--- config.mk ---
export PLATFORM = sky130hd
export DESIGN_NAME = single_operand_execute_unit
export DESIGN_NICKNAME = d
export VERILOG_FILES = /design/src/hw/rtl/soeu_pkg.sv /design/src/hw/rtl/soeu_operand.sv /design/src/hw/rtl/soeu_alu.sv /design/src/hw/rtl/single_operand_execute_unit.sv
export SDC_FILE = /design/constraint.sdc
export NUM_CORES = 1
export LEC_CHECK = 0
export BUFFER_PORTS_ARGS = -buffer_cell sky130_fd_sc_hd__buf_4
export CAP_MARGIN = 5
export CELL_PAD_IN_SITES_DETAIL_PLACEMENT = 0
export CELL_PAD_IN_SITES_GLOBAL_PLACEMENT = 2
export CORE_MARGIN = 4
export CORE_UTILIZATION = 37
export DETAILED_ROUTE_END_ITERATION = 7
export GPL_TIMING_DRIVEN = 0
export PLACE_DENSITY_LB_ADDON = 0.1
export SETUP_SLACK_MARGIN = 0.5
export SLEW_MARGIN = 20
export SYNTH_ARGS = -nofsm -noshare
export SYNTH_HDL_FRONTEND = slang
export SYNTH_HIERARCHICAL = 1
export SYNTH_SLANG_ARGS = --single-unit
--- constraint.sdc ---
create_clock -name clk -period 4.7 [get_ports clk]
set_input_delay 0.94 -clock clk [delete_from_list [all_inputs] [get_ports clk]]
set_output_delay 0.94 -clock clk [all_outputs]
set_load 0.1 [all_outputs]
--- src/hw/rtl/soeu_pkg.sv ---
package soeu_pkg;

	// operation codes
	localparam logic [2:0] CMD_RRC  = 3'd0;
	localparam logic [2:0] CMD_SWPB = 3'd1;
	localparam logic [2:0] CMD_RRA  = 3'd2;
	localparam logic [2:0] CMD_SXT  = 3'd3;
	localparam logic [2:0] CMD_PUSH = 3'd4;
	localparam logic [2:0] CMD_CALL = 3'd5;
	localparam logic [2:0] CMD_RETI = 3'd6;
	localparam logic [2:0] CMD_UNK  = 3'd7;

	// operand kinds
	localparam logic [1:0] KIND_REG   = 2'd0;
	localparam logic [1:0] KIND_MEM   = 2'd1;
	localparam logic [1:0] KIND_CONST = 2'd2;
	localparam logic [1:0] KIND_IMM   = 2'd3;

	// result destinations
	localparam logic [1:0] DEST_NONE = 2'd0;
	localparam logic [1:0] DEST_REG  = 2'd1;
	localparam logic [1:0] DEST_MEM  = 2'd2;

	// addressing modes (As)
	localparam logic [1:0] AS_REG     = 2'd0;
	localparam logic [1:0] AS_INDEX   = 2'd1;
	localparam logic [1:0] AS_INDIR   = 2'd2;
	localparam logic [1:0] AS_AUTOINC = 2'd3;

	// special register numbers
	localparam logic [3:0] REG_PC = 4'd0;
	localparam logic [3:0] REG_SR = 4'd2;
	localparam logic [3:0] REG_CG = 4'd3;

	localparam logic [15:0] HI_BYTE_MASK = 16'hFF00;
	localparam logic [15:0] LO_BYTE_MASK = 16'h00FF;
	localparam logic [15:0] ALL_ONES     = 16'hFFFF;

	localparam int IN_DATA_W  = 104;
	localparam int IN_USER_W  = 6;
	localparam int OUT_DATA_W = 104;
	localparam int OUT_USER_W = 7;

	// one input word, unpacked
	typedef struct packed {
		logic [2:0]  cmd;
		logic        byte_mode;
		logic [1:0]  addr_mode;
		logic [3:0]  src_reg;
		logic [15:0] reg_value;
		logic [15:0] ext_word;
		logic [15:0] mem_value;
		logic        carry_in;
		logic [15:0] stack_pointer;
		logic [15:0] program_counter;
		logic [15:0] stack_word;
	} soeu_in_t;

	// resolved operand, from decode to execute
	typedef struct packed {
		logic [1:0]  kind;
		logic [1:0]  dkind;
		logic [15:0] ea;
		logic [15:0] wb;
		logic [15:0] op;
	} soeu_opnd_t;

	// one result word
	typedef struct packed {
		logic [1:0]  operand_kind;
		logic [15:0] effective_address;
		logic [15:0] reg_writeback;
		logic [15:0] result_value;
		logic [1:0]  result_dest;
		logic [3:0]  status_flags;
		logic        flags_written;
		logic [15:0] sp_out;
		logic [15:0] pc_out;
		logic [15:0] stack_data;
		logic        stack_write;
		logic        unknown_op;
	} soeu_res_t;

endpackage

--- src/hw/rtl/soeu_operand.sv ---
module soeu_operand import soeu_pkg::*; (
	input  soeu_in_t   item,
	output soeu_opnd_t opnd
);

	logic cg;

	// constant generator: R2 with As 2/3, R3 always
	assign cg = ((item.src_reg == REG_SR) && (item.addr_mode[1] == 1'b1)) ||
		(item.src_reg == REG_CG);

	always_comb begin
		opnd.kind = KIND_REG;
		opnd.ea   = 16'h0000;
		opnd.wb   = item.reg_value;
		opnd.op   = item.reg_value;

		if (cg) begin
			opnd.kind = KIND_CONST;
			if (item.src_reg == REG_SR) begin
				opnd.op = (item.addr_mode == AS_INDIR) ? 16'd4 : 16'd8;
			end else begin
				case (item.addr_mode)
					AS_REG:   opnd.op = 16'd0;
					AS_INDEX: opnd.op = 16'd1;
					AS_INDIR: opnd.op = 16'd2;
					default:  opnd.op = ALL_ONES;
				endcase
			end
		end else if (item.addr_mode == AS_REG) begin
			opnd.kind = KIND_REG;
		end else if (item.addr_mode == AS_INDEX) begin
			// indexed, symbolic (pc relative) or absolute
			opnd.kind = KIND_MEM;
			opnd.op   = item.mem_value;
			if (item.src_reg == REG_PC)
				opnd.ea = item.program_counter + item.ext_word;
			else if (item.src_reg == REG_SR)
				opnd.ea = item.ext_word;
			else
				opnd.ea = item.reg_value + item.ext_word;
		end else if ((item.addr_mode == AS_AUTOINC) && (item.src_reg == REG_PC)) begin
			opnd.kind = KIND_IMM;
			opnd.op   = item.ext_word;
		end else begin
			// indirect, optionally autoincrement
			opnd.kind = KIND_MEM;
			opnd.ea   = item.reg_value;
			opnd.op   = item.mem_value;
			if (item.addr_mode == AS_AUTOINC)
				opnd.wb = item.reg_value + (item.byte_mode ? 16'd1 : 16'd2);
		end

		// byte op in register mode clears the upper byte first
		if ((item.addr_mode == AS_REG) && item.byte_mode) begin
			opnd.wb = item.reg_value & LO_BYTE_MASK;
			if (opnd.kind == KIND_REG)
				opnd.op = item.reg_value & LO_BYTE_MASK;
		end

		if (opnd.kind == KIND_REG)
			opnd.dkind = DEST_REG;
		else if (opnd.kind == KIND_MEM)
			opnd.dkind = DEST_MEM;
		else
			opnd.dkind = DEST_NONE;
	end

endmodule

--- src/hw/rtl/soeu_alu.sv ---
module soeu_alu import soeu_pkg::*; (
	input  soeu_in_t   item,
	input  soeu_opnd_t opnd,
	output soeu_res_t  res
);

	logic [7:0]  lo;
	logic [15:0] rv;
	logic        n;
	logic        z;
	logic        c;
	logic        fw;

	assign lo = opnd.op[7:0];

	always_comb begin
		rv = 16'h0000;
		n  = 1'b0;
		z  = 1'b0;
		c  = 1'b0;
		fw = 1'b0;
		res.result_dest = DEST_NONE;
		res.sp_out      = item.stack_pointer;
		res.pc_out      = item.program_counter;
		res.stack_data  = 16'h0000;
		res.stack_write = 1'b0;
		res.unknown_op  = 1'b0;

		case (item.cmd)
			CMD_RRC: begin
				if (item.byte_mode) begin
					c  = lo[0];
					rv = {8'h00, item.carry_in, lo[7:1]};
					n  = rv[7];
				end else begin
					c  = opnd.op[0];
					rv = {item.carry_in, opnd.op[15:1]};
					n  = rv[15];
				end
				z  = (rv == 16'h0000);
				fw = 1'b1;
				res.result_dest = opnd.dkind;
			end
			CMD_SWPB: begin
				rv = {opnd.op[7:0], opnd.op[15:8]};
				res.result_dest = opnd.dkind;
			end
			CMD_RRA: begin
				// byte form keeps bit 7 of the low byte
				if (item.byte_mode) begin
					c  = lo[0];
					rv = {8'h00, lo[7], lo[7:1]};
					n  = rv[7];
				end else begin
					c  = opnd.op[0];
					rv = {opnd.op[15], opnd.op[15:1]};
					n  = rv[15];
				end
				z  = (rv == 16'h0000);
				fw = 1'b1;
				res.result_dest = opnd.dkind;
			end
			CMD_SXT: begin
				rv = {{8{opnd.op[7]}}, opnd.op[7:0]};
				n  = rv[15];
				z  = (rv == 16'h0000);
				c  = ~z;
				fw = 1'b1;
				res.result_dest = opnd.dkind;
			end
			CMD_PUSH: begin
				res.sp_out      = item.stack_pointer - 16'd2;
				res.stack_data  = item.byte_mode ?
					((item.stack_word & HI_BYTE_MASK) | {8'h00, lo}) : opnd.op;
				res.stack_write = 1'b1;
			end
			CMD_CALL: begin
				res.sp_out      = item.stack_pointer - 16'd2;
				res.stack_data  = item.program_counter;
				res.stack_write = 1'b1;
				res.pc_out      = opnd.op;
			end
			default: begin
				res.unknown_op = 1'b1;
			end
		endcase

		res.operand_kind      = opnd.kind;
		res.effective_address = opnd.ea;
		res.reg_writeback     = opnd.wb;
		res.result_value      = rv;
		res.flags_written     = fw;
		res.status_flags      = fw ? {n, z, c, 1'b0} : 4'h0;
	end

endmodule

--- src/hw/rtl/single_operand_execute_unit.sv ---
// Single-operand instruction execute unit.
// Two register stages (input register, result register); the result word is presented
// from the result register, after the word has passed through the input register.
// Throughput: one word per cycle; while a result waits downstream a new word is taken
// only if the input register is empty. Both stages advance when the result register
// is empty or being drained.
// Reset (arst_n low, asynchronous) clears both stage valid flags; payload is not reset.
module single_operand_execute_unit import soeu_pkg::*; (
	input  logic                  clk,
	input  logic                  arst_n,
	input  logic                  s_axis_tvalid,
	output logic                  s_axis_tready,
	// src_reg, reg_value, ext_word, mem_value, carry_in, stack_pointer,
	// program_counter, stack_word, zero pad
	input  logic [IN_DATA_W-1:0]  s_axis_tdata,
	// cmd, byte_mode, addr_mode
	input  logic [IN_USER_W-1:0]  s_axis_tuser,
	output logic                  m_axis_tvalid,
	input  logic                  m_axis_tready,
	// effective_address, reg_writeback, result_value, status_flags, sp_out,
	// pc_out, stack_data, zero pad
	output logic [OUT_DATA_W-1:0] m_axis_tdata,
	// operand_kind, result_dest, flags_written, stack_write, unknown_op
	output logic [OUT_USER_W-1:0] m_axis_tuser
);

	soeu_in_t   item_in;
	soeu_in_t   item_s1;
	logic       vld_s1;
	soeu_opnd_t opnd;
	soeu_res_t  res;
	soeu_res_t  res_s2;
	logic       vld_s2;
	logic       adv;
	logic       in_acc;

	// unpack the input word
	assign item_in.cmd             = s_axis_tuser[2:0];
	assign item_in.byte_mode       = s_axis_tuser[3];
	assign item_in.addr_mode       = s_axis_tuser[5:4];
	assign item_in.src_reg         = s_axis_tdata[3:0];
	assign item_in.reg_value       = s_axis_tdata[19:4];
	assign item_in.ext_word        = s_axis_tdata[35:20];
	assign item_in.mem_value       = s_axis_tdata[51:36];
	assign item_in.carry_in        = s_axis_tdata[52];
	assign item_in.stack_pointer   = s_axis_tdata[68:53];
	assign item_in.program_counter = s_axis_tdata[84:69];
	assign item_in.stack_word      = s_axis_tdata[100:85];

	// pipeline control
	assign adv           = ~vld_s2 | m_axis_tready;
	assign s_axis_tready = ~vld_s1 | adv;
	assign in_acc        = s_axis_tvalid & s_axis_tready;

	// input register
	always_ff @(posedge clk or negedge arst_n) begin
		if (!arst_n) begin
			vld_s1 <= 1'b0;
		end else if (s_axis_tready) begin
			vld_s1 <= s_axis_tvalid;
		end
	end

	always_ff @(posedge clk) begin
		if (in_acc) begin
			item_s1 <= item_in;
		end
	end

	soeu_operand u_operand (
		.item (item_s1),
		.opnd (opnd)
	);

	soeu_alu u_alu (
		.item (item_s1),
		.opnd (opnd),
		.res  (res)
	);

	// result register
	always_ff @(posedge clk or negedge arst_n) begin
		if (!arst_n) begin
			vld_s2 <= 1'b0;
		end else if (adv) begin
			vld_s2 <= vld_s1;
		end
	end

	always_ff @(posedge clk) begin
		if (adv && vld_s1) begin
			res_s2 <= res;
		end
	end

	// pack the result word
	assign m_axis_tvalid = vld_s2;
	assign m_axis_tdata  = {4'b0000, res_s2.stack_data, res_s2.pc_out, res_s2.sp_out,
		res_s2.status_flags, res_s2.result_value, res_s2.reg_writeback,
		res_s2.effective_address};
	assign m_axis_tuser  = {res_s2.unknown_op, res_s2.stack_write, res_s2.flags_written,
		res_s2.result_dest, res_s2.operand_kind};

	// an accepted word is in the input register next cycle
	a_in_to_s1: assert property (@(posedge clk) disable iff (!arst_n)
		in_acc |=> vld_s1)
		else $error("accepted word lost before input register");

	// a word in the input register moves to the result register when it advances
	a_s1_to_s2: assert property (@(posedge clk) disable iff (!arst_n)
		(vld_s1 && adv) |=> vld_s2)
		else $error("word lost between stages");

	// unknown opcodes write nothing
	a_unknown_quiet: assert property (@(posedge clk) disable iff (!arst_n)
		(vld_s2 && res_s2.unknown_op) |->
		(res_s2.result_dest == DEST_NONE && !res_s2.stack_write && !res_s2.flags_written))
		else $error("unknown opcode produced a write");

	// memory destination only for memory operands
	a_dest_mem: assert property (@(posedge clk) disable iff (!arst_n)
		(vld_s2 && res_s2.result_dest == DEST_MEM) |-> (res_s2.operand_kind == KIND_MEM))
		else $error("memory write for a non-memory operand");

	// flags are zero unless written
	a_flags_zero: assert property (@(posedge clk) disable iff (!arst_n)
		(vld_s2 && !res_s2.flags_written) |-> (res_s2.status_flags == 4'h0))
		else $error("status flags set without flag update");

endmodule
# After elaboration in Yosys (flattened, before gate mapping)
# Cells that the tools add are included.
[totals] register_bits=216 elab_cells=108
[classes] add_sub_neg=4 eq_ne=11 mux=38 bitwise=8 reduce_logical=19
[ops] op="$mux W16" count=18
[ops] op="$mux W32" count=2
[ops] op="$pmux W16 S4" count=1
[ops] op="$add A16 B16 Y16" count=3
[ops] op="$logic_not A16 Y1" count=3
[ops] op="$pmux W16 S3" count=1
[ops] op="$pmux W17 S2" count=1
[ops] op="$mux W24" count=1
[ops] op="$or A16 B8 Y16" count=1
[ops] op="$sub A16 B2 Y16 const B" count=1
[ops] op="$mux W2" count=6
[ops] op="$eq A4 B2 Y1 const B" count=2
[ops] op="$reduce_or A2 Y1" count=4
[ops] op="$eq A3 B2 Y1 const B" count=2
[ops] op="$eq A3 B3 Y1 const B" count=2
[ops] op="$pmux W1 S3" count=2
[ops] op="$reduce_or A6 Y1" count=1
[ops] op="$eq A2 B1 Y1 const B" count=2
[ops] op="$eq A2 B2 Y1 const B" count=2
[ops] op="$logic_and A1 B1 Y1" count=4
[ops] op="$logic_not A2 Y1" count=2
[ops] op="$logic_not A4 Y1" count=1
[ops] op="$mux W1" count=4
[ops] op="$mux W4" count=1
[ops] op="other kinds (9)" count=13

# Longest topological paths before layout
# Gate-level depths: netlist of run 1.
[depth] word_depth=13 mapped_depth=12 mapped_depth_nobuf=11

# Hierarchy
# Netlist of run 1, hierarchy kept.
[by_module_without_submodules] mod="single_operand_execute_unit" instances=1 cells_per_inst=227 area_each_um2=6563.8 seq_area_each_um2=6476.2
[by_module_without_submodules] mod="soeu_operand" instances=1 cells_per_inst=462 area_each_um2=2957.8 seq_area_each_um2=0.0
[by_module_without_submodules] mod="soeu_alu" instances=1 cells_per_inst=225 area_each_um2=1634.1 seq_area_each_um2=0.0

# Least setup slack after synthesis of run 1
# No wires, ideal clock.
[synth_path] path_kind="input -> register" startpoint="in m_axis_tready" endpoint="reg res_s2, in the netlist m_axis_tdata[0] (enable)" setup_ns=0.479 arrival_ns=3.555 required_time_ns=4.221 setup_slack_ns=0.667 stages=2 path_buffers=0 cell_sequence="nand2b_1 -> and2_1"
[synth_via] elab_chain_cells=2
[synth_lines] element="from (decl)" line="single_operand_execute_unit.sv:19" text="input logic m_axis_tready,"
[synth_lines] element="$or A1 B1 Y1" line="single_operand_execute_unit.sv:51" text="assign adv = ~vld_s2 | m_axis_tready;"
[synth_lines] element="$logic_and A1 B1 Y1" line="single_operand_execute_unit.sv:91" text="if (adv && vld_s1) begin"
[synth_lines] element="to (signal assigned)" line="single_operand_execute_unit.sv:92" text="res_s2 <= res;"
[synth_lines] element="to (decl)" line="single_operand_execute_unit.sv:32" text="soeu_res_t res_s2;"
# No other way between the ends.
# A chain may end at the register's enable or synchronous reset.

==> results of run 1 <==
==> per-stage QoR <==
| step | instance area [sq um] | utilization | worst slack (ns) |
|---|---|---|---|
| floorplan | 10900 | - | 0.667 |
| global placement | 13000 | 0.449 | -0.656 |
| detailed placement | 13100 | 0.452 | 0.584 |
| CTS | 13800 | 0.478 | 0.576 |
| global route | 13900 | 0.479 | 0.809 |
| finish | 13900 | 0.479 | 0.974 |
==> area by class of cell <==
cell class,count,area (sq um),area share
inverter,22,82.6,0.00595
clock inverter,13,161,0.0116
buffer,77,464,0.0335
clock buffer,25,583,0.0420
sequential,208,6240,0.450
timing repair buffer,220,1700,0.123
multi-input combinational,602,4160,0.300
tap,384,480,0.0346
==> power groups by stage <==
stage                     clock network [W]  registers, W  logic, W
final                               0.00180       0.00231   0.00147
after global routing                0.00193       0.00233   0.00156
after CTS                           0.00185       0.00232   0.00148
after detailed placement                  0       0.00235   0.00147
after global placement                    0       0.00237   0.00146
after floorplan                           0       0.00292  0.000510
==> critical path: cells and delay by family, from the launching register on <==
kind	cells	cell delay, ns
AND/OR/NAND/NOR	7	2.72
AO/OA/AOI/OAI	2	0.42
flip-flops	1	0.40
==> placed cells by master (no fill, tap or decap), drive strengths merged, types with 9 or more instances in the layout <==
master  instances
buf           271
edfxtp        206
nor2           74
nand2          69
a21oi          54
clkbuf         51
o21ai          37
ha             33
mux2i          28
a211oi         28
xor2           25
inv            21
mux2           18
xnor2          17
nor3           16
nor2b          13
a31oi          12
a22o           11
nand3          11
a21o           11
nor4           11
nand2b          9
clkinv          9
==> per-layer routing <==
metal / share of wire / vias to the layer above / global-route usage
li1: - / 3896 / -
met1: 0.46 / 3954 / 0.277
met2: 0.45 / 261 / 0.303
met3: 0.062 / 46 / 0.0396
met4: 0.020 / 2 / 0.0433
met5: 0.00022 / - / 0
==> state kept, by name (all words and copies together) (netlist names) <==
name,count
m_axis_tuser,7
m_axis_tdata,100
m_axis_tvalid,1
item_s1,99
vld_s1,1
==> final timing paths <==
kind | start | endpoint | slack, ns | cells past startpoint
worst max register to register | item_s1[100] | m_axis_tdata[50] | 0.97 | 9
worst max-delay path | item_s1[100] | m_axis_tdata[50] | 0.97 | 9
min in group clk | item_s1[32] | m_axis_tdata[52] | 0.51 | 1
worst min-delay path | arst_n | m_axis_tvalid | 0.21 | 1
worst min register to register | item_s1[32] | m_axis_tdata[52] | 0.51 | 1
max in group asynchronous | arst_n | vld_s1 | 4.40 | 1
==> metrics.txt, run 1 <==
# TYPE chip_impl_metric gauge
chip_impl_metric{name="worst_clock_skew",unit="ns"} 0.0205
chip_impl_metric{name="cts_inserted_buffers",unit=""} 23
chip_impl_metric{name="synth_area",unit="sq um"} 10900
chip_impl_metric{name="timing.critical_path.arrival",unit="ns"} 4.04
chip_impl_info{name="tritoncts",value="built"} 1
chip_impl_metric{name="n_antenna_cell",unit=""} 0
chip_impl_metric{name="timing.final.crit_period",unit="ns"} 3.73
chip_impl_metric{name="leakagePower",unit="nW"} 5.45
chip_impl_metric{name="grt_max_degree",unit=""} 52
chip_impl_metric{name="floorplan.core_area",unit="sq um"} 28900
chip_impl_metric{name="power.sequential.fraction",unit=""} 0.414
chip_impl_metric{name="cts.path.max_buffers",unit=""} 3
chip_impl_metric{name="finalHoldWorstSlack",unit="ns"} 0.210
chip_impl_metric{name="switching_power_total",unit="W"} 0.00184
chip_impl_metric{name="place.port_buffers",unit=""} 211
chip_impl_metric{name="die_y",unit="um"} 180
chip_impl_metric{name="grt_pass1_wl",unit="um"} 49200
chip_impl_metric{name="dpl.cell_count",unit=""} 1508
chip_impl_metric{name="critical_path.max_fanout",unit=""} 10
chip_impl_metric{name="floorplan.io_pins",unit=""} 227
chip_impl_metric{name="report.final.hold_viol_count",unit=""} 0
chip_impl_metric{name="power",unit="W"} 0.00558
chip_impl_metric{name="clock_power_share",unit=""} 0.322
chip_impl_metric{name="post_synth.cell_area_avg",unit="sq um"} 12.0
chip_impl_metric{name="fillCellCount",unit=""} 2710
chip_impl_metric{name="layout-drive-gt1-share",unit=""} 0.291
chip_impl_info{name="critical_path.endpoint_type",value="register"} 1
chip_impl_metric{name="final.period_utilization",unit=""} 0.793
chip_impl_info{name="worst_setup_path_start_kind",value="register"} 1
chip_impl_info{name="clockRootBuffer",value="sky130_fd_sc_hd__clkbuf_16"} 1
chip_impl_metric{name="number_of_antenna_violations_at_the_first_check_in_global_routing",unit=""} 2
chip_impl_info{name="outcome",value="finished clean"} 1
chip_impl_metric{name="grtUsageTotal",unit=""} 0.193
chip_impl_metric{name="initial_core_util",unit=""} 0.377
chip_impl_metric{name="route.detailed.vias_per_inst",unit=""} 5.26
chip_impl_metric{name="detail-route-antenna-nets",unit=""} 0
chip_impl_metric{name="comb_pwr_share",unit=""} 0.264
chip_impl_metric{name="clock_sink_count",unit=""} 208
chip_impl_metric{name="core.rowCount",unit=""} 62
chip_impl_info{name="crit_chain",value="nor2_2, nand2_1, nor2_1, nand3_1, nand2_1, a311oi_1, nor4_1, a211oi_1, nor4_1"} 1
chip_impl_metric{name="clk_transition_reported_paths",unit="ns"} 0.06
chip_impl_metric{name="clk-insertion-delay-late",unit="ns"} 0.51
chip_impl_metric{name="finalSetupTns",unit="ns"} 0
chip_impl_info{name="setup_repair_after_global_routing_missed_its_margin",value="no"} 1
chip_impl_metric{name="post_synth_inst_count",unit=""} 906
chip_impl_metric{name="power_density",unit="nW/um^2"} 403
chip_impl_metric{name="power.switching_fraction",unit=""} 0.330
chip_impl_metric{name="critPathMaxStageDelay",unit="ns"} 0.66
chip_impl_metric{name="dr.first_iter.drc_count",unit=""} 641
chip_impl_metric{name="dieArea",unit="sq um"} 32300
chip_impl_metric{name="flow.area_growth_from_synthesis",unit="%"} 27.1
chip_impl_metric{name="drc",unit=""} 0
chip_impl_metric{name="grt_overflow_total",unit=""} 0
chip_impl_metric{name="htree_num_levels",unit=""} 1
chip_impl_metric{name="routed_wirelength",unit="um"} 32400
chip_impl_metric{name="gp_routability_congestion",unit=""} 0.842
chip_impl_metric{name="cts_hold_buffers",unit=""} 0
chip_impl_info{name="timing.critical_path.slowest_stage_cell",value="sky130_fd_sc_hd__nor2_1"} 1
chip_impl_metric{name="hpwl",unit="um"} 24600
chip_impl_metric{name="cts.repair.resized",unit=""} 0
chip_impl_metric{name="ys_warn_count",unit=""} 6
chip_impl_metric{name="vias",unit=""} 8159
chip_impl_metric{name="number_of_global_route_vias_before_repair",unit=""} 8042
chip_impl_info{name="hp-class",value="in -> async"} 1
chip_impl_metric{name="timing.max_slew.rel_slack",unit=""} 0.237
chip_impl_metric{name="maxCapViolCount",unit=""} 0
chip_impl_metric{name="final_net_count",unit=""} 1304
chip_impl_metric{name="avgRoutedWirePerCell",unit="um"} 20.9
chip_impl_metric{name="required",unit="ns"} 5.01
chip_impl_info{name="crit_type",value="reg -> reg"} 1
chip_impl_metric{name="post_layout_nonfiller_instances",unit=""} 1551
chip_impl_metric{name="setup_viol",unit=""} 0
chip_impl_metric{name="worst_pin_slew",unit="ns"} 1.14
chip_impl_metric{name="ir_worst_vdd",unit="mV"} 0.243
chip_impl_metric{name="final_max_slew_viol_count",unit=""} 0
chip_impl_metric{name="drtPass1Iterations",unit=""} 5
chip_impl_metric{name="achievable-frequency",unit="MHz"} 268
chip_impl_metric{name="internal_power",unit="W"} 0.00374
chip_impl_metric{name="cts_setup_buffers",unit=""} 0
chip_impl_metric{name="floorplan.die.width",unit="um"} 180
Power figures use the tool's default switching activity.
==> inputs of run 2 (changes only) <==
- ABC_AREA: default -> 1
- CORE_UTILIZATION: 37 -> 31
- clock period: 4.7 -> 3.1 ns (I/O delays scaled with it)
==> metrics.txt, run 2 <==
# TYPE chip_impl_metric gauge
chip_impl_info{name="outcome",value="finished clean"} 1
chip_impl_metric{name="clk-insertion-delay-late",unit="ns"} 0.54
chip_impl_metric{name="place.port_buffers",unit=""} 211
chip_impl_info{name="critical_path.endpoint_type",value="register"} 1
chip_impl_metric{name="number_of_global_route_vias_before_repair",unit=""} 8792
chip_impl_metric{name="dpl.cell_count",unit=""} 1821
chip_impl_metric{name="drtPass1Iterations",unit=""} 5
chip_impl_metric{name="worst_clock_skew",unit="ns"} 0.0186
chip_impl_metric{name="route.detailed.vias_per_inst",unit=""} 4.71
chip_impl_metric{name="fin_ws",unit="ns"} 0.566
chip_impl_metric{name="detail-route-antenna-nets",unit=""} 0
chip_impl_metric{name="final_max_slew_viol_count",unit=""} 0
chip_impl_metric{name="vias",unit=""} 8904
chip_impl_info{name="setup_repair_after_global_routing_missed_its_margin",value="yes"} 1
chip_impl_metric{name="timing.max_slew.rel_slack",unit=""} 0.458
chip_impl_metric{name="grt_max_degree",unit=""} 30
chip_impl_metric{name="worst_pin_slew",unit="ns"} 0.813
chip_impl_metric{name="post_synth.cell_area_avg",unit="sq um"} 9.76
chip_impl_metric{name="leakagePower",unit="nW"} 6.44
chip_impl_metric{name="fillCellCount",unit=""} 3583
chip_impl_metric{name="cts_inserted_buffers",unit=""} 24
chip_impl_metric{name="grtUsageTotal",unit=""} 0.190
chip_impl_metric{name="number_of_antenna_violations_at_the_first_check_in_global_routing",unit=""} 0
chip_impl_info{name="cp-startpoint",value="item_s1[67]"} 1
chip_impl_metric{name="timing.critical_path.arrival",unit="ns"} 2.81
chip_impl_metric{name="clk_transition_reported_paths",unit="ns"} 0.06
chip_impl_metric{name="ys_warn_count",unit=""} 6
chip_impl_metric{name="flow.area_growth_from_synthesis",unit="%"} 32.8
chip_impl_info{name="top_signal_layer_used",value="met4"} 1
chip_impl_metric{name="floorplan.die.width",unit="um"} 197
chip_impl_metric{name="dr.first_iter.drc_count",unit=""} 557
chip_impl_metric{name="gp_routability_congestion",unit=""} 0.903
chip_impl_metric{name="detailroute.wirelength.met2",unit="um"} 18200
chip_impl_metric{name="synth_area",unit="sq um"} 11100
chip_impl_metric{name="initial_core_util",unit=""} 0.313
chip_impl_info{name="crit_chain",value="ha_1, nor2_1, inv_1, nand4_1, nand2_1, xnor2_2, nand2_1, o211ai_1, o21ai_0, buf_4"} 1
chip_impl_metric{name="report.final.hold_viol_count",unit=""} 0
chip_impl_info{name="hp-class",value="in -> reg"} 1
chip_impl_metric{name="area_after_dpl",unit="sq um"} 13500
chip_impl_metric{name="grt_overflow_total",unit=""} 0
chip_impl_metric{name="hpwl",unit="um"} 30300
chip_impl_metric{name="die_y",unit="um"} 197
chip_impl_info{name="timing.critical_path.slowest_stage_cell",value="sky130_fd_sc_hd__edfxtp_1"} 1
chip_impl_metric{name="layout-drive-gt1-share",unit=""} 0.297
chip_impl_metric{name="clock_sink_count",unit=""} 208
chip_impl_metric{name="critical_path.max_fanout",unit=""} 4
chip_impl_metric{name="core.rowCount",unit=""} 69
chip_impl_metric{name="achievable-frequency",unit="MHz"} 395
chip_impl_metric{name="post_layout_nonfiller_instances",unit=""} 1889
chip_impl_metric{name="power_density",unit="nW/um^2"} 603
chip_impl_info{name="worst_setup_path_start_kind",value="register"} 1
chip_impl_metric{name="routed_wirelength",unit="um"} 38200
chip_impl_metric{name="final_net_count",unit=""} 1561
chip_impl_metric{name="timing.final.crit_period",unit="ns"} 2.53
chip_impl_metric{name="dieArea",unit="sq um"} 38900
chip_impl_metric{name="avgRoutedWirePerCell",unit="um"} 20.2
chip_impl_metric{name="maxCapViolCount",unit=""} 0
chip_impl_metric{name="ir_worst_vdd",unit="mV"} 0.443
chip_impl_metric{name="grt_pass1_wl",unit="um"} 55800
chip_impl_info{name="clockRootBuffer",value="sky130_fd_sc_hd__clkbuf_16"} 1
chip_impl_metric{name="largest_reg_flops",unit=""} 100
chip_impl_info{name="layout_common_cells",value="283 x sky130_fd_sc_hd__buf_4, 239 x sky130_fd_sc_hd__nand2_1, 206 x sky130_fd_sc_hd__edfxtp_1"} 1
chip_impl_metric{name="drc",unit=""} 0
chip_impl_metric{name="required",unit="ns"} 3.38
chip_impl_metric{name="floorplan.io_pins",unit=""} 227
chip_impl_info{name="crit_type",value="reg -> reg"} 1
chip_impl_metric{name="n_antenna_cell",unit=""} 0
chip_impl_metric{name="cts.path.max_buffers",unit=""} 3
chip_impl_info{name="worst_path_most_repeated_cell",value="sky130_fd_sc_hd__nand2_1"} 1
chip_impl_metric{name="setup_viol",unit=""} 0
chip_impl_metric{name="floorplan.core_area",unit="sq um"} 35400
chip_impl_info{name="final_common_cell",value="sky130_fd_sc_hd__buf_4"} 1
chip_impl_metric{name="final_area",unit="sq um"} 14700
chip_impl_metric{name="critPathMaxStageDelay",unit="ns"} 0.56
chip_impl_info{name="tritoncts",value="built"} 1
chip_impl_info{name="r2r-start",value="item_s1[67]"} 1
chip_impl_metric{name="final.period_utilization",unit=""} 0.817
chip_impl_metric{name="dp_worst_setup_slack",unit="ns"} 0.0123
chip_impl_metric{name="wl_met3",unit="um"} 2080
chip_impl_info{name="holdCritStartpoint",value="s_axis_tuser[3]"} 1
chip_impl_metric{name="htree_num_levels",unit=""} 1
chip_impl_metric{name="post_synth_inst_count",unit=""} 1137
chip_impl_metric{name="wirelength_met1",unit="um"} 17200
[run 2: routing by layer]
metal  vias to the layer above  GRT usage
li1                       4398          -
met1                      4189      0.263
met2                       269      0.324
met3                        48     0.0264
met4                         0     0.0360
met5                         -          0
[run 2: path summary, 6_finish.rpt]
path,endpoint,slack [ns],depth (start not counted)
max,m_axis_tdata[7],0.57,10
min,item_s1[103],0.26,1
max reg2reg,m_axis_tdata[7],0.57,10
min reg2reg,m_axis_tdata[52],0.52,1
max in group asynchronous,m_axis_tvalid,2.60,2
min in group asynchronous,vld_s1,0.40,2
[run 2: layout make-up]
cell class | instances | area [sq um] | share of cell area
Inverter | 148 | 566 | 0.0384
Buffer | 63 | 440 | 0.0299
Tap cell | 461 | 577 | 0.0392
Multi-Input combinational cell | 721 | 4090 | 0.277
Clock buffer | 26 | 608 | 0.0413
Sequential cell | 208 | 6240 | 0.424
Clock inverter | 17 | 219 | 0.0149
Timing Repair Buffer | 245 | 1990 | 0.135
[run 2: stage by stage]
stage | setup TNS [ns] | hold WS (ns) | utilization | power (W)
global route | 0 | 0.227 | 0.416 | 0.00926
CTS | 0 | 0.226 | 0.408 | 0.00894
global placement | -185.03 | 0.405 | 0.376 | 0.00587
finish | 0 | 0.258 | 0.416 | 0.00888
detailed placement | 0 | 0.403 | 0.382 | 0.00591
floorplan | 0 | 0.324 | - | 0.00519
[run 2: report_power, final]
part	total, W	internal [W]	switching [W]
registers	0.00353	0.00337	0.000161
logic	0.00239	0.000660	0.00173
clock network	0.00295	0.00183	0.00112
total	0.00888	0.00586	0.00301
[run 2: what timing repair did]
| action | 4_1_cts | 5_1_grt |
|---|---|---|
| pin swaps | 5 | 8 |
| resized for setup | 19 | 35 |
| endpoints found under the setup margin | 22 | 32 |
| endpoints found under the hold margin | 2 | 0 |
| buffers inserted | 4 | 20 |
| hold buffers | 1 | 0 |
[run 2: critical path: cells and delay by family, from the launching register on]
| kind | cells | cell delay (ns) |
|---|---|---|
| AND/OR/NAND/NOR | 4 | 0.50 |
| XOR/XNOR | 1 | 0.23 |
| AO/OA/AOI/OAI | 2 | 0.30 |
| flip-flops | 1 | 0.56 |
| adder cells (fa/ha/maj) | 1 | 0.40 |
| buffers and inverters | 2 | 0.28 |
==> inputs of run 3 (changes only) <==
- CORE_UTILIZATION: 31 -> 35
- clock period: 3.1 -> 2.4 ns (I/O delays scaled with it)
==> metrics.txt, run 3 (same netlist as run 2, synthesis figures left out) <==
# TYPE chip_impl_metric gauge
chip_impl_metric{name="groute.layer.met2.usage",unit=""} 0.383
chip_impl_metric{name="timing.final.crit_period",unit="ns"} 2.40
chip_impl_info{name="setup_repair_after_global_routing_missed_its_margin",value="yes"} 1
chip_impl_info{name="hp-class",value="in -> reg"} 1
chip_impl_metric{name="route.detailed.vias_per_inst",unit=""} 4.92
chip_impl_metric{name="leakagePower",unit="nW"} 7.56
chip_impl_info{name="clockRootBuffer",value="sky130_fd_sc_hd__clkbuf_16"} 1
chip_impl_metric{name="core.rowCount",unit=""} 64
chip_impl_metric{name="n_antenna_cell",unit=""} 0
chip_impl_metric{name="place.port_buffers",unit=""} 211
chip_impl_metric{name="hpwl",unit="um"} 29000
chip_impl_metric{name="clock_power_share",unit=""} 0.293
chip_impl_info{name="timing.critical_path.slowest_stage_cell",value="sky130_fd_sc_hd__edfxtp_1"} 1
chip_impl_metric{name="final_net_count",unit=""} 1716
chip_impl_metric{name="timing.critical_path.arrival",unit="ns"} 2.79
chip_impl_metric{name="internal_power",unit="W"} 0.00769
chip_impl_metric{name="htree_num_levels",unit=""} 1
chip_impl_metric{name="clock_sink_count",unit=""} 208
chip_impl_metric{name="vias",unit=""} 9733
chip_impl_metric{name="power.sequential.fraction",unit=""} 0.380
chip_impl_metric{name="dieArea",unit="sq um"} 34600
chip_impl_metric{name="number_of_antenna_violations_at_the_first_check_in_global_routing",unit=""} 0
chip_impl_metric{name="floorplan.core_area",unit="sq um"} 30900
chip_impl_metric{name="dp_worst_setup_slack",unit="ns"} -0.466
chip_impl_metric{name="ir_worst_vdd",unit="mV"} 0.509
chip_impl_metric{name="clk-insertion-delay-late",unit="ns"} 0.54
chip_impl_metric{name="switching_power_total",unit="W"} 0.00424
chip_impl_info{name="worst_path_most_repeated_cell",value="sky130_fd_sc_hd__nor2_4"} 1
chip_impl_info{name="tritoncts",value="built"} 1
chip_impl_info{name="critical_path.endpoint_type",value="register"} 1
chip_impl_metric{name="worst_pin_slew",unit="ns"} 0.815
chip_impl_metric{name="cts_inserted_buffers",unit=""} 24
chip_impl_metric{name="power.switching_fraction",unit=""} 0.356
chip_impl_metric{name="comb_pwr_share",unit=""} 0.327
chip_impl_metric{name="final_max_slew_viol_count",unit=""} 0
chip_impl_metric{name="dr.first_iter.drc_count",unit=""} 625
chip_impl_metric{name="detail-route-antenna-nets",unit=""} 0
chip_impl_info{name="grt_busiest_layer",value="met2"} 1
chip_impl_metric{name="maxCapViolCount",unit=""} 0
chip_impl_metric{name="floorplan.io_pins",unit=""} 227
chip_impl_metric{name="initial_core_util",unit=""} 0.359
chip_impl_metric{name="drtPass1Iterations",unit=""} 5
chip_impl_metric{name="routed_wirelength",unit="um"} 40600
chip_impl_metric{name="critical_path.max_fanout",unit=""} 5
chip_impl_metric{name="largest_reg_flops",unit=""} 100
chip_impl_metric{name="power_density",unit="nW/um^2"} 673
chip_impl_info{name="crit_chain",value="nor2_4, nand2_4, nor2_4, nand2_4, buf_8, buf_4, buf_6, o21ai_4, a21oi_4, nor2_4, nand2_2, buf_4, o21ai_2, inv_1, nand4_1"} 1
chip_impl_metric{name="report.final.hold_viol_count",unit=""} 0
chip_impl_info{name="crit_type",value="reg -> reg"} 1
chip_impl_metric{name="achievable-frequency",unit="MHz"} 417
chip_impl_metric{name="final.period_utilization",unit=""} 0.999
chip_impl_metric{name="grt_max_degree",unit=""} 35
chip_impl_metric{name="fin_ws",unit="ns"} 0.00174
chip_impl_metric{name="die_y",unit="um"} 186
chip_impl_metric{name="clk_transition_reported_paths",unit="ns"} 0.06
chip_impl_metric{name="layout-drive-gt1-share",unit=""} 0.521
chip_impl_info{name="layout_common_cells",value="379 x sky130_fd_sc_hd__buf_4, 206 x sky130_fd_sc_hd__edfxtp_1, 196 x sky130_fd_sc_hd__nand2_1"} 1
chip_impl_info{name="outcome",value="finished clean"} 1
chip_impl_metric{name="floorplan.die.width",unit="um"} 186
chip_impl_metric{name="avgRoutedWirePerCell",unit="um"} 20.5
chip_impl_metric{name="gp_routability_congestion",unit=""} 0.898
chip_impl_metric{name="drc",unit=""} 0
chip_impl_metric{name="setup_viol",unit=""} 0
chip_impl_metric{name="number_of_global_route_vias_before_repair",unit=""} 9549
chip_impl_info{name="worst_setup_path_start_kind",value="register"} 1
chip_impl_metric{name="worst_clock_skew",unit="ns"} 0.0109
chip_impl_metric{name="flow.area_growth_from_synthesis",unit="%"} 59.8
chip_impl_metric{name="gr-usage-met1",unit=""} 0.285
chip_impl_metric{name="critPathMaxStageDelay",unit="ns"} 0.41
chip_impl_metric{name="grt_pass1_wl",unit="um"} 57400
chip_impl_metric{name="layout.core_utilization",unit=""} 0.574
chip_impl_metric{name="fillCellCount",unit=""} 2722
chip_impl_info{name="final_common_cell",value="sky130_fd_sc_hd__buf_4"} 1
chip_impl_metric{name="required",unit="ns"} 2.79
chip_impl_metric{name="grtUsageTotal",unit=""} 0.223
chip_impl_metric{name="use_met3",unit=""} 0.0313
chip_impl_metric{name="cts.path.max_buffers",unit=""} 3
chip_impl_metric{name="timing.max_slew.rel_slack",unit=""} 0.457
chip_impl_metric{name="grt_overflow_total",unit=""} 0
-- run 3: cell types whose count changed in the layout (fill, tap and decap cells not counted), sizes merged --
| cell | change |
|---|---|
| buf | +154 |
| clkbuf | +6 |
| bufinv | -4 |
| clkinv | -1 |
| clkinvlp | +1 |
-- run 3: power groups by stage --
stage	Combinational (W)	Clock, W	Sequential [W]
after global placement	0.00292	0	0.00467
after global routing	0.00411	0.00374	0.00456
after detailed placement	0.00301	0	0.00464
final	0.00390	0.00349	0.00453
after floorplan	0.00102	0	0.00572
after CTS	0.00360	0.00358	0.00454
-- run 3: through the flow --
step / total power (W) / instance area [sq um] / TNS [ns] / instances / hold slack [ns]
final: 0.0119 / 17700 / 0 / 1980 / 0.116
after global routing: 0.0124 / 17700 / -0.627 / 1980 / 0.0959
after CTS: 0.0117 / 16600 / 0 / 1924 / 0.0948
after detailed placement: 0.00765 / 13600 / -5.53 / 1756 / 0.265
after global placement: 0.00759 / 13400 / -292.46 / 1747 / 0.263
after floorplan: 0.00674 / 11300 / -116.11 / 1140 / 0.184
-- run 3: critical path: cells and delay by family (launching register included) --
family | cells | cell delay (ns)
DFF | 1 | 0.41
and+or+nand+nor | 7 | 0.88
AOI/OAI and AO/OA | 3 | 0.33
buffers and inverters | 5 | 0.59
-- run 3: area by class of cell --
cell class | instances | area (sq um) | area share
flip-flops and latches | 208 | 6240 | 0.352
inverters | 148 | 626 | 0.0353
plain buffers | 63 | 514 | 0.0290
clock inverters | 13 | 103 | 0.00579
well taps | 396 | 495 | 0.0280
multi-input cells | 721 | 5640 | 0.318
clock buffers | 31 | 647 | 0.0365
repair buffers | 400 | 3460 | 0.195
-- run 3: worst paths after layout --
check,startpoint,end,slack (ns),depth (start not counted)
setup / recovery,item_s1[99],m_axis_tdata[39],0.002,15
hold / removal,s_axis_tdata[9],item_s1[86],0.12,1
setup reg to reg,item_s1[99],m_axis_tdata[39],0.002,15
hold reg to reg,item_s1[32],m_axis_tdata[52],0.51,1
max in group asynchronous,arst_n,m_axis_tvalid,2.04,2
min in group asynchronous,arst_n,m_axis_tvalid,0.26,2
-- run 3: layer usage --
layer | vias up | wire, um
li1 | 4722 | -
met1 | 4653 | 16900
met2 | 281 | 20100
met3 | 77 | 1930
met4 | 0 | 1710
met5 | - | 0
-- run 3: repair_timing --
action,4_1_cts,5_1_grt
hold endpoints to repair,2,0
cloned,4,0
buffers inserted,119,56
hold buffers,1,0
setup endpoints to repair,82,131
gates resized for setup,304,174
pin swaps,102,98
